## src/design/usbreq_pkg.sv

```systemverilog
// Shared types and constants for the USB endpoint-0 standard request handler.
// No dependencies; every other design file imports this package.
`default_nettype none

package usbreq_pkg;

	// Configuration register file
	localparam int CFG_IDX_W  = 1;
	localparam int CFG_DATA_W = 8;
	localparam logic [CFG_IDX_W-1:0] REG_DEV_DESC_LEN = 1'b0;
	localparam logic [CFG_IDX_W-1:0] REG_CFG_DESC_LEN = 1'b1;
	localparam logic [7:0] DEV_DESC_LEN_RST = 8'd18;
	localparam logic [7:0] CFG_DESC_LEN_RST = 8'd32;

	// Item kinds
	localparam logic KIND_BUS_RESET = 1'b0;

	// Actions
	localparam logic [1:0] ACT_NONE   = 2'd0;
	localparam logic [1:0] ACT_STALL  = 2'd1;
	localparam logic [1:0] ACT_STATUS = 2'd2;
	localparam logic [1:0] ACT_DATA   = 2'd3;

	// Reply sources
	localparam logic [1:0] SRC_INLINE = 2'd0;
	localparam logic [1:0] SRC_DEV    = 2'd1;
	localparam logic [1:0] SRC_CFG    = 2'd2;

	// Bulk endpoint pair changes
	localparam logic [1:0] EPC_NONE    = 2'd0;
	localparam logic [1:0] EPC_ENABLE  = 2'd1;
	localparam logic [1:0] EPC_DISABLE = 2'd2;

	// Requests as {bRequest, bmRequestType}
	localparam logic [15:0] RQ_GET_STATUS     = 16'h0080;
	localparam logic [15:0] RQ_GET_STATUS_IF  = 16'h0081;
	localparam logic [15:0] RQ_GET_STATUS_EP  = 16'h0082;
	localparam logic [15:0] RQ_SET_ADDRESS    = 16'h0500;
	localparam logic [15:0] RQ_GET_DESCRIPTOR = 16'h0680;
	localparam logic [15:0] RQ_GET_CONFIG     = 16'h0880;
	localparam logic [15:0] RQ_SET_CONFIG     = 16'h0900;
	localparam logic [15:0] RQ_GET_INTERFACE  = 16'h0A81;
	localparam logic [15:0] RQ_SET_INTERFACE  = 16'h0B01;

	// Descriptor selectors and endpoint addresses
	localparam logic [15:0] DESC_DEVICE = 16'h0100;
	localparam logic [15:0] DESC_CONFIG = 16'h0200;
	localparam logic [15:0] MAX_ADDRESS = 16'd127;
	localparam logic [15:0] EP0_OUT     = 16'h0000;
	localparam logic [15:0] EP0_IN      = 16'h0080;
	localparam logic [15:0] EP1_OUT     = 16'h0001;
	localparam logic [15:0] EP1_IN      = 16'h0081;
	localparam logic [15:0] LEN_STATUS  = 16'd2;
	localparam logic [15:0] LEN_ONE     = 16'd1;

	typedef enum logic [1:0] {
		ST_UNATTACHED = 2'd0,
		ST_DEFAULT    = 2'd1,
		ST_ADDRESS    = 2'd2,
		ST_CONFIGURED = 2'd3
	} dev_state_t;

	typedef struct packed {
		logic        kind;
		logic [7:0]  request_type;
		logic [7:0]  request_code;
		logic [15:0] setup_value;
		logic [15:0] setup_index;
		logic [15:0] setup_length;
		logic [3:0]  halt_flags;
	} in_item_t;

	typedef struct packed {
		logic [1:0] action;
		logic [1:0] reply_source;
		logic [7:0] reply_length;
		logic       reply_first_byte;
		logic [1:0] current_state;
		logic [6:0] current_address;
		logic [1:0] endpoint_change;
	} out_item_t;

	typedef struct packed {
		logic [7:0] dev_desc_len;
		logic [7:0] cfg_desc_len;
	} cfg_regs_t;

	typedef struct packed {
		dev_state_t state;
		logic [6:0] address;
	} dev_ctx_t;

endpackage

`default_nettype wire

```

## src/design/usbreq_cfg.sv

```systemverilog
// Configuration registers: descriptor lengths written through the plain write port.
// Depends on usbreq_pkg.
`default_nettype none

module usbreq_cfg
	import usbreq_pkg::*;
(
	input  wire logic                  clk,
	input  wire logic                  arst_n,
	input  wire logic                  cfg_write,
	input  wire logic [CFG_IDX_W-1:0]  cfg_index,
	input  wire logic [CFG_DATA_W-1:0] cfg_data,
	output cfg_regs_t                  regs
);

	cfg_regs_t regs_q;

	// Capture a write into the addressed register
	always_ff @(posedge clk or negedge arst_n) begin
		if (!arst_n) begin
			regs_q.dev_desc_len <= DEV_DESC_LEN_RST;
			regs_q.cfg_desc_len <= CFG_DESC_LEN_RST;
		end else if (cfg_write) begin
			case (cfg_index)
				REG_DEV_DESC_LEN: regs_q.dev_desc_len <= cfg_data;
				REG_CFG_DESC_LEN: regs_q.cfg_desc_len <= cfg_data;
				default: ;
			endcase
		end
	end

	assign regs = regs_q;

endmodule

`default_nettype wire

```

## src/design/usbreq_eval.sv

```systemverilog
// Single-pass evaluation of one item: request checks, reply and next device state.
// Depends on usbreq_pkg.
`default_nettype none

module usbreq_eval
	import usbreq_pkg::*;
(
	input  wire in_item_t  item,
	input  wire dev_ctx_t  ctx,
	input  wire cfg_regs_t regs,
	output dev_ctx_t       ctx_next,
	output out_item_t      result
);

	logic [15:0] req;
	logic        set_ok;
	logic        get_ok;
	logic [1:0]  get_src;
	logic [7:0]  get_len;
	logic        get_first;
	logic [7:0]  desc_len;
	logic [7:0]  clip_len;
	logic        is_set;
	logic        is_get;

	assign req    = {item.request_code, item.request_type};
	assign is_set = (item.kind != KIND_BUS_RESET) && (item.setup_length == '0);
	assign is_get = (item.kind != KIND_BUS_RESET) && (item.setup_length != '0)
		&& item.request_type[7];

	// Pick descriptor length and clip to wLength
	always_comb begin
		desc_len = (item.setup_value == DESC_DEVICE) ? regs.dev_desc_len
			: regs.cfg_desc_len;
		clip_len = (item.setup_length < {8'd0, desc_len}) ? item.setup_length[7:0]
			: desc_len;
	end

	// Validate no-data requests
	always_comb begin
		set_ok = 1'b0;
		case (req)
			RQ_SET_ADDRESS:
				set_ok = (ctx.state != ST_CONFIGURED) && (item.setup_value <= MAX_ADDRESS)
					&& (item.setup_index == '0);
			RQ_SET_CONFIG: begin
				if (ctx.state == ST_ADDRESS || ctx.state == ST_CONFIGURED) begin
					set_ok = (item.setup_value == '0) || (item.setup_value == LEN_ONE);
				end
			end
			RQ_SET_INTERFACE:
				set_ok = (ctx.state == ST_CONFIGURED) && (item.setup_index == '0);
			default: set_ok = 1'b0;
		endcase
	end

	// Validate device-to-host requests and build the data reply
	always_comb begin
		get_ok    = 1'b0;
		get_src   = SRC_INLINE;
		get_len   = item.setup_length[7:0];
		get_first = 1'b0;
		case (req)
			RQ_GET_DESCRIPTOR: begin
				get_len = clip_len;
				if (item.setup_index == '0 && clip_len != '0) begin
					if (item.setup_value == DESC_DEVICE) begin
						get_ok  = 1'b1;
						get_src = SRC_DEV;
					end else if (item.setup_value == DESC_CONFIG) begin
						get_ok  = 1'b1;
						get_src = SRC_CFG;
					end
				end
			end
			RQ_GET_STATUS, RQ_GET_STATUS_IF:
				get_ok = (ctx.state != ST_DEFAULT) && (item.setup_value == '0)
					&& (item.setup_index == '0) && (item.setup_length == LEN_STATUS);
			RQ_GET_STATUS_EP: begin
				if (ctx.state != ST_DEFAULT && item.setup_value == '0
						&& item.setup_length == LEN_STATUS) begin
					case (item.setup_index)
						EP0_OUT: begin get_ok = 1'b1; get_first = item.halt_flags[0]; end
						EP0_IN:  begin get_ok = 1'b1; get_first = item.halt_flags[1]; end
						EP1_OUT: begin get_ok = 1'b1; get_first = item.halt_flags[2]; end
						EP1_IN:  begin get_ok = 1'b1; get_first = item.halt_flags[3]; end
						default: get_ok = 1'b0;
					endcase
				end
			end
			RQ_GET_CONFIG: begin
				get_ok    = (ctx.state != ST_DEFAULT) && (item.setup_length == LEN_ONE);
				get_first = (ctx.state == ST_CONFIGURED);
			end
			RQ_GET_INTERFACE:
				get_ok = (ctx.state == ST_CONFIGURED) && (item.setup_length == LEN_ONE);
			default: get_ok = 1'b0;
		endcase
	end

	// Next device state and address
	always_comb begin
		ctx_next = ctx;
		if (item.kind == KIND_BUS_RESET) begin
			ctx_next.state   = ST_DEFAULT;
			ctx_next.address = '0;
		end else if (is_set && set_ok) begin
			case (req)
				RQ_SET_ADDRESS: begin
					ctx_next.address = item.setup_value[6:0];
					ctx_next.state   = (item.setup_value == '0) ? ST_DEFAULT : ST_ADDRESS;
				end
				RQ_SET_CONFIG: begin
					if (ctx.state == ST_ADDRESS && item.setup_value == LEN_ONE) begin
						ctx_next.state = ST_CONFIGURED;
					end else if (ctx.state == ST_CONFIGURED && item.setup_value == '0) begin
						ctx_next.state = ST_ADDRESS;
					end
				end
				default: ;
			endcase
		end
	end

	// Result fields
	always_comb begin
		result                 = '0;
		result.current_state   = ctx_next.state;
		result.current_address = ctx_next.address;
		if (item.kind == KIND_BUS_RESET) begin
			result.action = ACT_NONE;
		end else if (is_set) begin
			result.action = set_ok ? ACT_STATUS : ACT_STALL;
			if (ctx_next.state == ST_CONFIGURED && ctx.state == ST_ADDRESS) begin
				result.endpoint_change = EPC_ENABLE;
			end else if (ctx_next.state == ST_ADDRESS && ctx.state == ST_CONFIGURED) begin
				result.endpoint_change = EPC_DISABLE;
			end
		end else if (is_get && get_ok) begin
			result.action           = ACT_DATA;
			result.reply_source     = get_src;
			result.reply_length     = get_len;
			result.reply_first_byte = get_first;
		end else begin
			result.action = ACT_STALL;
		end
	end

endmodule

`default_nettype wire

```

## src/design/usb_standard_request_handler.sv

```systemverilog
// Device state is updated as each item moves from the input register to the result register.
// Throughput: one item per cycle while out_ready is high or the result register is empty.
// Input is taken while a result waits, as long as the input register is empty or can move on.
// Reset (arst_n low, asynchronous): device unattached, address 0, descriptor lengths 18 and 32,
// both pipeline registers empty.
`default_nettype none

module usb_standard_request_handler
	import usbreq_pkg::*;
(
	input  wire logic                  clk,
	input  wire logic                  arst_n,
	input  wire logic                  cfg_write,
	input  wire logic [CFG_IDX_W-1:0]  cfg_index,
	input  wire logic [CFG_DATA_W-1:0] cfg_data,
	input  wire logic                  in_valid,
	output logic                       in_ready,
	input  wire in_item_t              in_item,
	output logic                       out_valid,
	input  wire logic                  out_ready,
	output out_item_t                  out_item
);

	cfg_regs_t regs;
	in_item_t  item_s1;
	logic      valid_s1;
	out_item_t result_s2;
	logic      valid_s2;
	dev_ctx_t  ctx_q;
	dev_ctx_t  ctx_next;
	out_item_t result;
	logic      adv;

	usbreq_cfg u_cfg (
		.clk       (clk),
		.arst_n    (arst_n),
		.cfg_write (cfg_write),
		.cfg_index (cfg_index),
		.cfg_data  (cfg_data),
		.regs      (regs)
	);

	usbreq_eval u_eval (
		.item     (item_s1),
		.ctx      (ctx_q),
		.regs     (regs),
		.ctx_next (ctx_next),
		.result   (result)
	);

	// Move the held item on when the result register is free or being drained
	assign adv      = valid_s1 && (!valid_s2 || out_ready);
	assign in_ready = !valid_s1 || adv;

	// Input register
	always_ff @(posedge clk or negedge arst_n) begin
		if (!arst_n) begin
			valid_s1 <= 1'b0;
		end else if (in_ready) begin
			valid_s1 <= in_valid;
		end
	end

	always_ff @(posedge clk) begin
		if (in_ready && in_valid) begin
			item_s1 <= in_item;
		end
	end

	// Result register and device state
	always_ff @(posedge clk or negedge arst_n) begin
		if (!arst_n) begin
			valid_s2      <= 1'b0;
			ctx_q.state   <= ST_UNATTACHED;
			ctx_q.address <= '0;
		end else begin
			if (adv) begin
				valid_s2 <= 1'b1;
				ctx_q    <= ctx_next;
			end else if (out_ready) begin
				valid_s2 <= 1'b0;
			end
		end
	end

	always_ff @(posedge clk) begin
		if (adv) begin
			result_s2 <= result;
		end
	end

	assign out_valid = valid_s2;
	assign out_item  = result_s2;

`ifndef SYNTHESIS
	a_reply_fields_clear: assert property (@(posedge clk) disable iff (!arst_n)
		out_valid && out_item.action != ACT_DATA |->
			out_item.reply_source == SRC_INLINE && out_item.reply_length == '0
			&& !out_item.reply_first_byte)
		else $error("reply fields set without a data reply");

	a_unattached_addr: assert property (@(posedge clk) disable iff (!arst_n)
		ctx_q.state == ST_UNATTACHED |-> ctx_q.address == '0)
		else $error("address set while unattached");

	a_ep_enable: assert property (@(posedge clk) disable iff (!arst_n)
		out_valid && out_item.endpoint_change == EPC_ENABLE |->
			out_item.current_state == ST_CONFIGURED && out_item.action == ACT_STATUS)
		else $error("endpoint enable outside configured state");

	a_ep_disable: assert property (@(posedge clk) disable iff (!arst_n)
		out_valid && out_item.endpoint_change == EPC_DISABLE |->
			out_item.current_state == ST_ADDRESS && out_item.action == ACT_STATUS)
		else $error("endpoint disable outside address state");

	a_ctx_tracks_result: assert property (@(posedge clk) disable iff (!arst_n)
		adv |=> out_item.current_state == ctx_q.state
			&& out_item.current_address == ctx_q.address)
		else $error("result state differs from device state");
`endif

endmodule

`default_nettype wire

```

## config.mk

```make
export PLATFORM = sky130hd
export DESIGN_NAME = usb_standard_request_handler
export DESIGN_NICKNAME = d
export VERILOG_FILES = /design/src/design/usbreq_pkg.sv /design/src/design/usbreq_cfg.sv /design/src/design/usbreq_eval.sv /design/src/design/usb_standard_request_handler.sv
export SDC_FILE = /design/constraint.sdc
export NUM_CORES = 1
export LEC_CHECK = 0
export CORE_ASPECT_RATIO = 1.75
export CORE_UTILIZATION = 55
export CTS_CLUSTER_SIZE = 28
export DETAILED_ROUTE_END_ITERATION = 6
export DONT_BUFFER_PORTS = 1
export PLACE_DENSITY = 0.75
export SYNTH_ARGS = -nofsm -noshare
export SYNTH_HDL_FRONTEND = slang
export SYNTH_SLANG_ARGS = --single-unit
```

## constraint.sdc

```tcl
create_clock -name clk -period 4.3 [get_ports clk]
set_clock_uncertainty 0.1 [all_clocks]
set_input_delay 0.86 -clock clk [delete_from_list [all_inputs] [get_ports clk]]
set_output_delay 0.86 -clock clk [all_outputs]
set_load 0.02 [all_outputs]
```

==> reports/summary.txt <==
largest net degree at the start of global routing -> 37
CTS Buffer Depth -> 2
unrepaired setup endpoints after global routing -> no
vias in the first global route -> 3167
Post-synth ARST share -> 22.5%
Via-to-Cell Ratio -> 6.14
Final setup viols -> 0
Synth Cell Area -> 5300 µm²
drt drc -> 0
metal3 WL -> 640 µm
area growth from synthesis to layout -> 14.6%
H-tree depth -> 4
CTS Buf Count -> 17
cells after synthesis -> 380
Mapped Nets -> 470
crit path cell chain -> nor4_2 > nand4_1 > buf_4 > mux2i_1 > ha_1 > a21oi_1 > o21ai_0 > a211oi_1 > and3_1 > o32a_1 > o21ai_0
GR Overflow Total -> 0
Setup crit end kind -> flip-flop
hold crit path type -> in2async
top-level port count -> 109
die span in y -> 132 µm
Post-Route Setup TNS -> 0 ns
Tightest Pin Transition -> 1.06 ns
GRT Total Usage -> 21.2%
Cell Rows -> 47
CTS Hold Bufs -> 0
Min Clock Period, post-route -> 3.94 ns
Via Count -> 3240
HPWL after detailed placement -> 7000 µm
multi-input combinational cell area -> 1760 µm²
fill count -> 692
placed cell count -> 496
CP top delay family -> compound AO/OA/AOI/OAI gates
IO buf count -> 0
status -> finished, final reports clean
Initial Util -> 56.3%
Storage cell area -> 3470 µm²
CORE AREA -> 9410 µm²
Synth Warn # -> 0
Req. time, crit path -> 4.31 ns
number of cells on the critical path -> 11
Post-synth EDFFs -> 93
most frequent CP cell -> o21ai_0
post-route ant nets -> 0
gpl congestion -> 0.921
P per Cell Area -> 522 nW/µm²
CTS tree -> done
drt first pass iters -> 4
initial antenna violation count -> 0
Post-Syn Area per Cell -> 14.0 µm²
#FFs+latches synth -> 120
met1 wire length -> 3780 µm
Slew headroom -> 29.5%
Initial DRC Count -> 213
CP Launch Type -> flip-flop
LEAKAGE -> 2.20 nW
die width -> 76.2 µm
CTS sink count -> 120
worst setup margin -> 0.363 ns
wire length on met2 -> 5380 µm
crit path DAT -> 3.95 ns
CTS root buffer -> clkbuf_16
Netlist cell types -> 57
DIE AREA -> 10100 µm²
period utilisation layout -> 91.6%
CP max stage cell -> o32a_1
fin nets -> 483
VDD IR max -> 419 µV
first-pass GRT wire length -> 15800 µm
final std cells w/o fill -> 528
top_reg_cell synth -> edfxtp_1
Final Max Tran Viols -> 0
f_max -> 254 MHz
final hold vios -> 0
clk slew on worst S/H paths -> 0.05 ns
Routed WL per cell -> 19.0 µm
ANT cells -> 0
maxcap violations -> 0
Seq/Total Area, Yosys -> 65.5%
reg2reg path depth -> 11
critical setup path kind -> reg2reg
crit path max fanout -> 11
pre-CTS setup slack -> 0.215 ns
WP buf/inv -> 1
layout cells sized above 1 -> 22.9%
routed wire length -> 10000 µm
Critical Path Max Stage Delay -> 0.54 ns
top routing layer used -> met4
Worst-Skew Late Latency -> 0.41 ns
==> final cells by class <==
type / instances / share of cell area [%]
clock inverter: 9 / 2.02
tap: 122 / 2.51
multi-input combinational: 243 / 29.0
clock buffer: 23 / 7.87
inverter: 3 / 0.185
timing repair buffer: 8 / 1.19
sequential: 120 / 57.2
==> path summary, 6_finish.rpt <==
check / slack [ns] / from / endpoint
worst max-delay path: 0.36 / item_s1[42] / out_item[23]
max in group asynchronous: 3.88 / arst_n / u_cfg.regs[9]
worst max register to register: 0.36 / item_s1[42] / out_item[23]
worst min-delay path: 0.05 / arst_n / ctx_q[4]
min in group clk: 0.40 / valid_s1 / out_valid
worst min register to register: 0.40 / valid_s1 / out_valid
==> flip-flops by register name (all words and copies together) (netlist names) <==
register,cells
item_s1,69
u_cfg.regs,16
out_item,24
ctx_q,9
out_valid,1
valid_s1,1
==> kinds of logic (layout without fill, tap and decap cells) <==
logic type | after synthesis | count (layout) | share of synthesized area [%]
buf+inv | 17 | 43 | 1.46
xor+xnor | 1 | 1 | 0.165
flops | 120 | 120 | 65.5
simple gates | 151 | 151 | 16.7
compound gates | 57 | 57 | 8.78
mux | 27 | 27 | 5.71
fa+ha+maj | 7 | 7 | 1.65
==> cell usage in the layout, fill, tap and decap left out, types with 7 or more instances in the layout <==
| cell type | count |
|---|---|
| edfxtp_1 | 93 |
| nor2_1 | 29 |
| nand2_1 | 24 |
| dfrtp_1 | 24 |
| nor4_1 | 17 |
| clkbuf_16 | 17 |
| mux2_2 | 16 |
| nand3_1 | 11 |
| o21ai_0 | 11 |
| nand4_1 | 10 |
| mux2i_1 | 10 |
| a211oi_2 | 9 |
| a31o_2 | 8 |
| a21o_1 | 8 |
| or2_2 | 7 |
| ha_1 | 7 |
| buf_4 | 7 |
==> per-stage QoR <==
stage	utilization [%]	hold WS (ns)	cell area, µm²	total power, mW
after global placement	58.1	0.375	5470	1.75
after CTS	64.5	0.0316	6070	3.19
after floorplan	-	0.357	5300	1.70
final	64.5	0.0492	6070	3.17
after global routing	64.5	0.0212	6070	3.29
after detailed placement	58.1	0.407	5470	1.76
==> report_power, final <==
| group | internal [mW] | switching (mW) | total (mW) | leakage [nW] |
|---|---|---|---|---|
| sequential | 1.39 | 0.119 | 1.51 | 1.21 |
| clock | 0.951 | 0.470 | 1.42 | 0.297 |
| combinational | 0.109 | 0.125 | 0.234 | 0.685 |
| total | 2.45 | 0.714 | 3.17 | 2.20 |
==> layer usage <==
metal | vias up | GRT usage, %
li1 | 1515 | -
met1 | 1563 | 23.6
met2 | 141 | 35.7
met3 | 21 | 7.06
met4 | 0 | 11.3
met5 | - | 0
==> synth_stat cells, types with 4 or more instances <==
| library cell | count | area, µm² |
|---|---|---|
| mux2i_1 | 10 | 100 |
| nand2b_1 | 6 | 37.5 |
| ha_1 | 7 | 87.6 |
| or2_2 | 7 | 43.8 |
| and2_1 | 4 | 25.0 |
| a21o_1 | 8 | 60.1 |
| nand3_1 | 11 | 55.1 |
| a211oi_2 | 8 | 100 |
| nor4_1 | 18 | 113 |
| nor2b_1 | 6 | 37.5 |
| clkbuf_1 | 9 | 33.8 |
| nor2_1 | 29 | 109 |
| a21oi_1 | 5 | 25.0 |
| nand4_1 | 10 | 62.6 |
| edfxtp_1 | 93 | 2790 |
| or4_1 | 4 | 30.0 |
| nor3_1 | 6 | 30.0 |
| dfrtp_1 | 24 | 601 |
| o21ai_0 | 11 | 55.1 |
| nand2_1 | 24 | 90.1 |
| mux2_2 | 16 | 180 |
| a31o_2 | 8 | 70.1 |
| a211oi_1 | 4 | 30.0 |
==> what timing repair did <==
item | CTS | global route
endpoints found under the hold margin | 0 | 0
setup endpoints to repair | 0 | 8
resized for setup | 0 | 1
buffers inserted | 0 | 0
(Power assumes the default switching activity.)
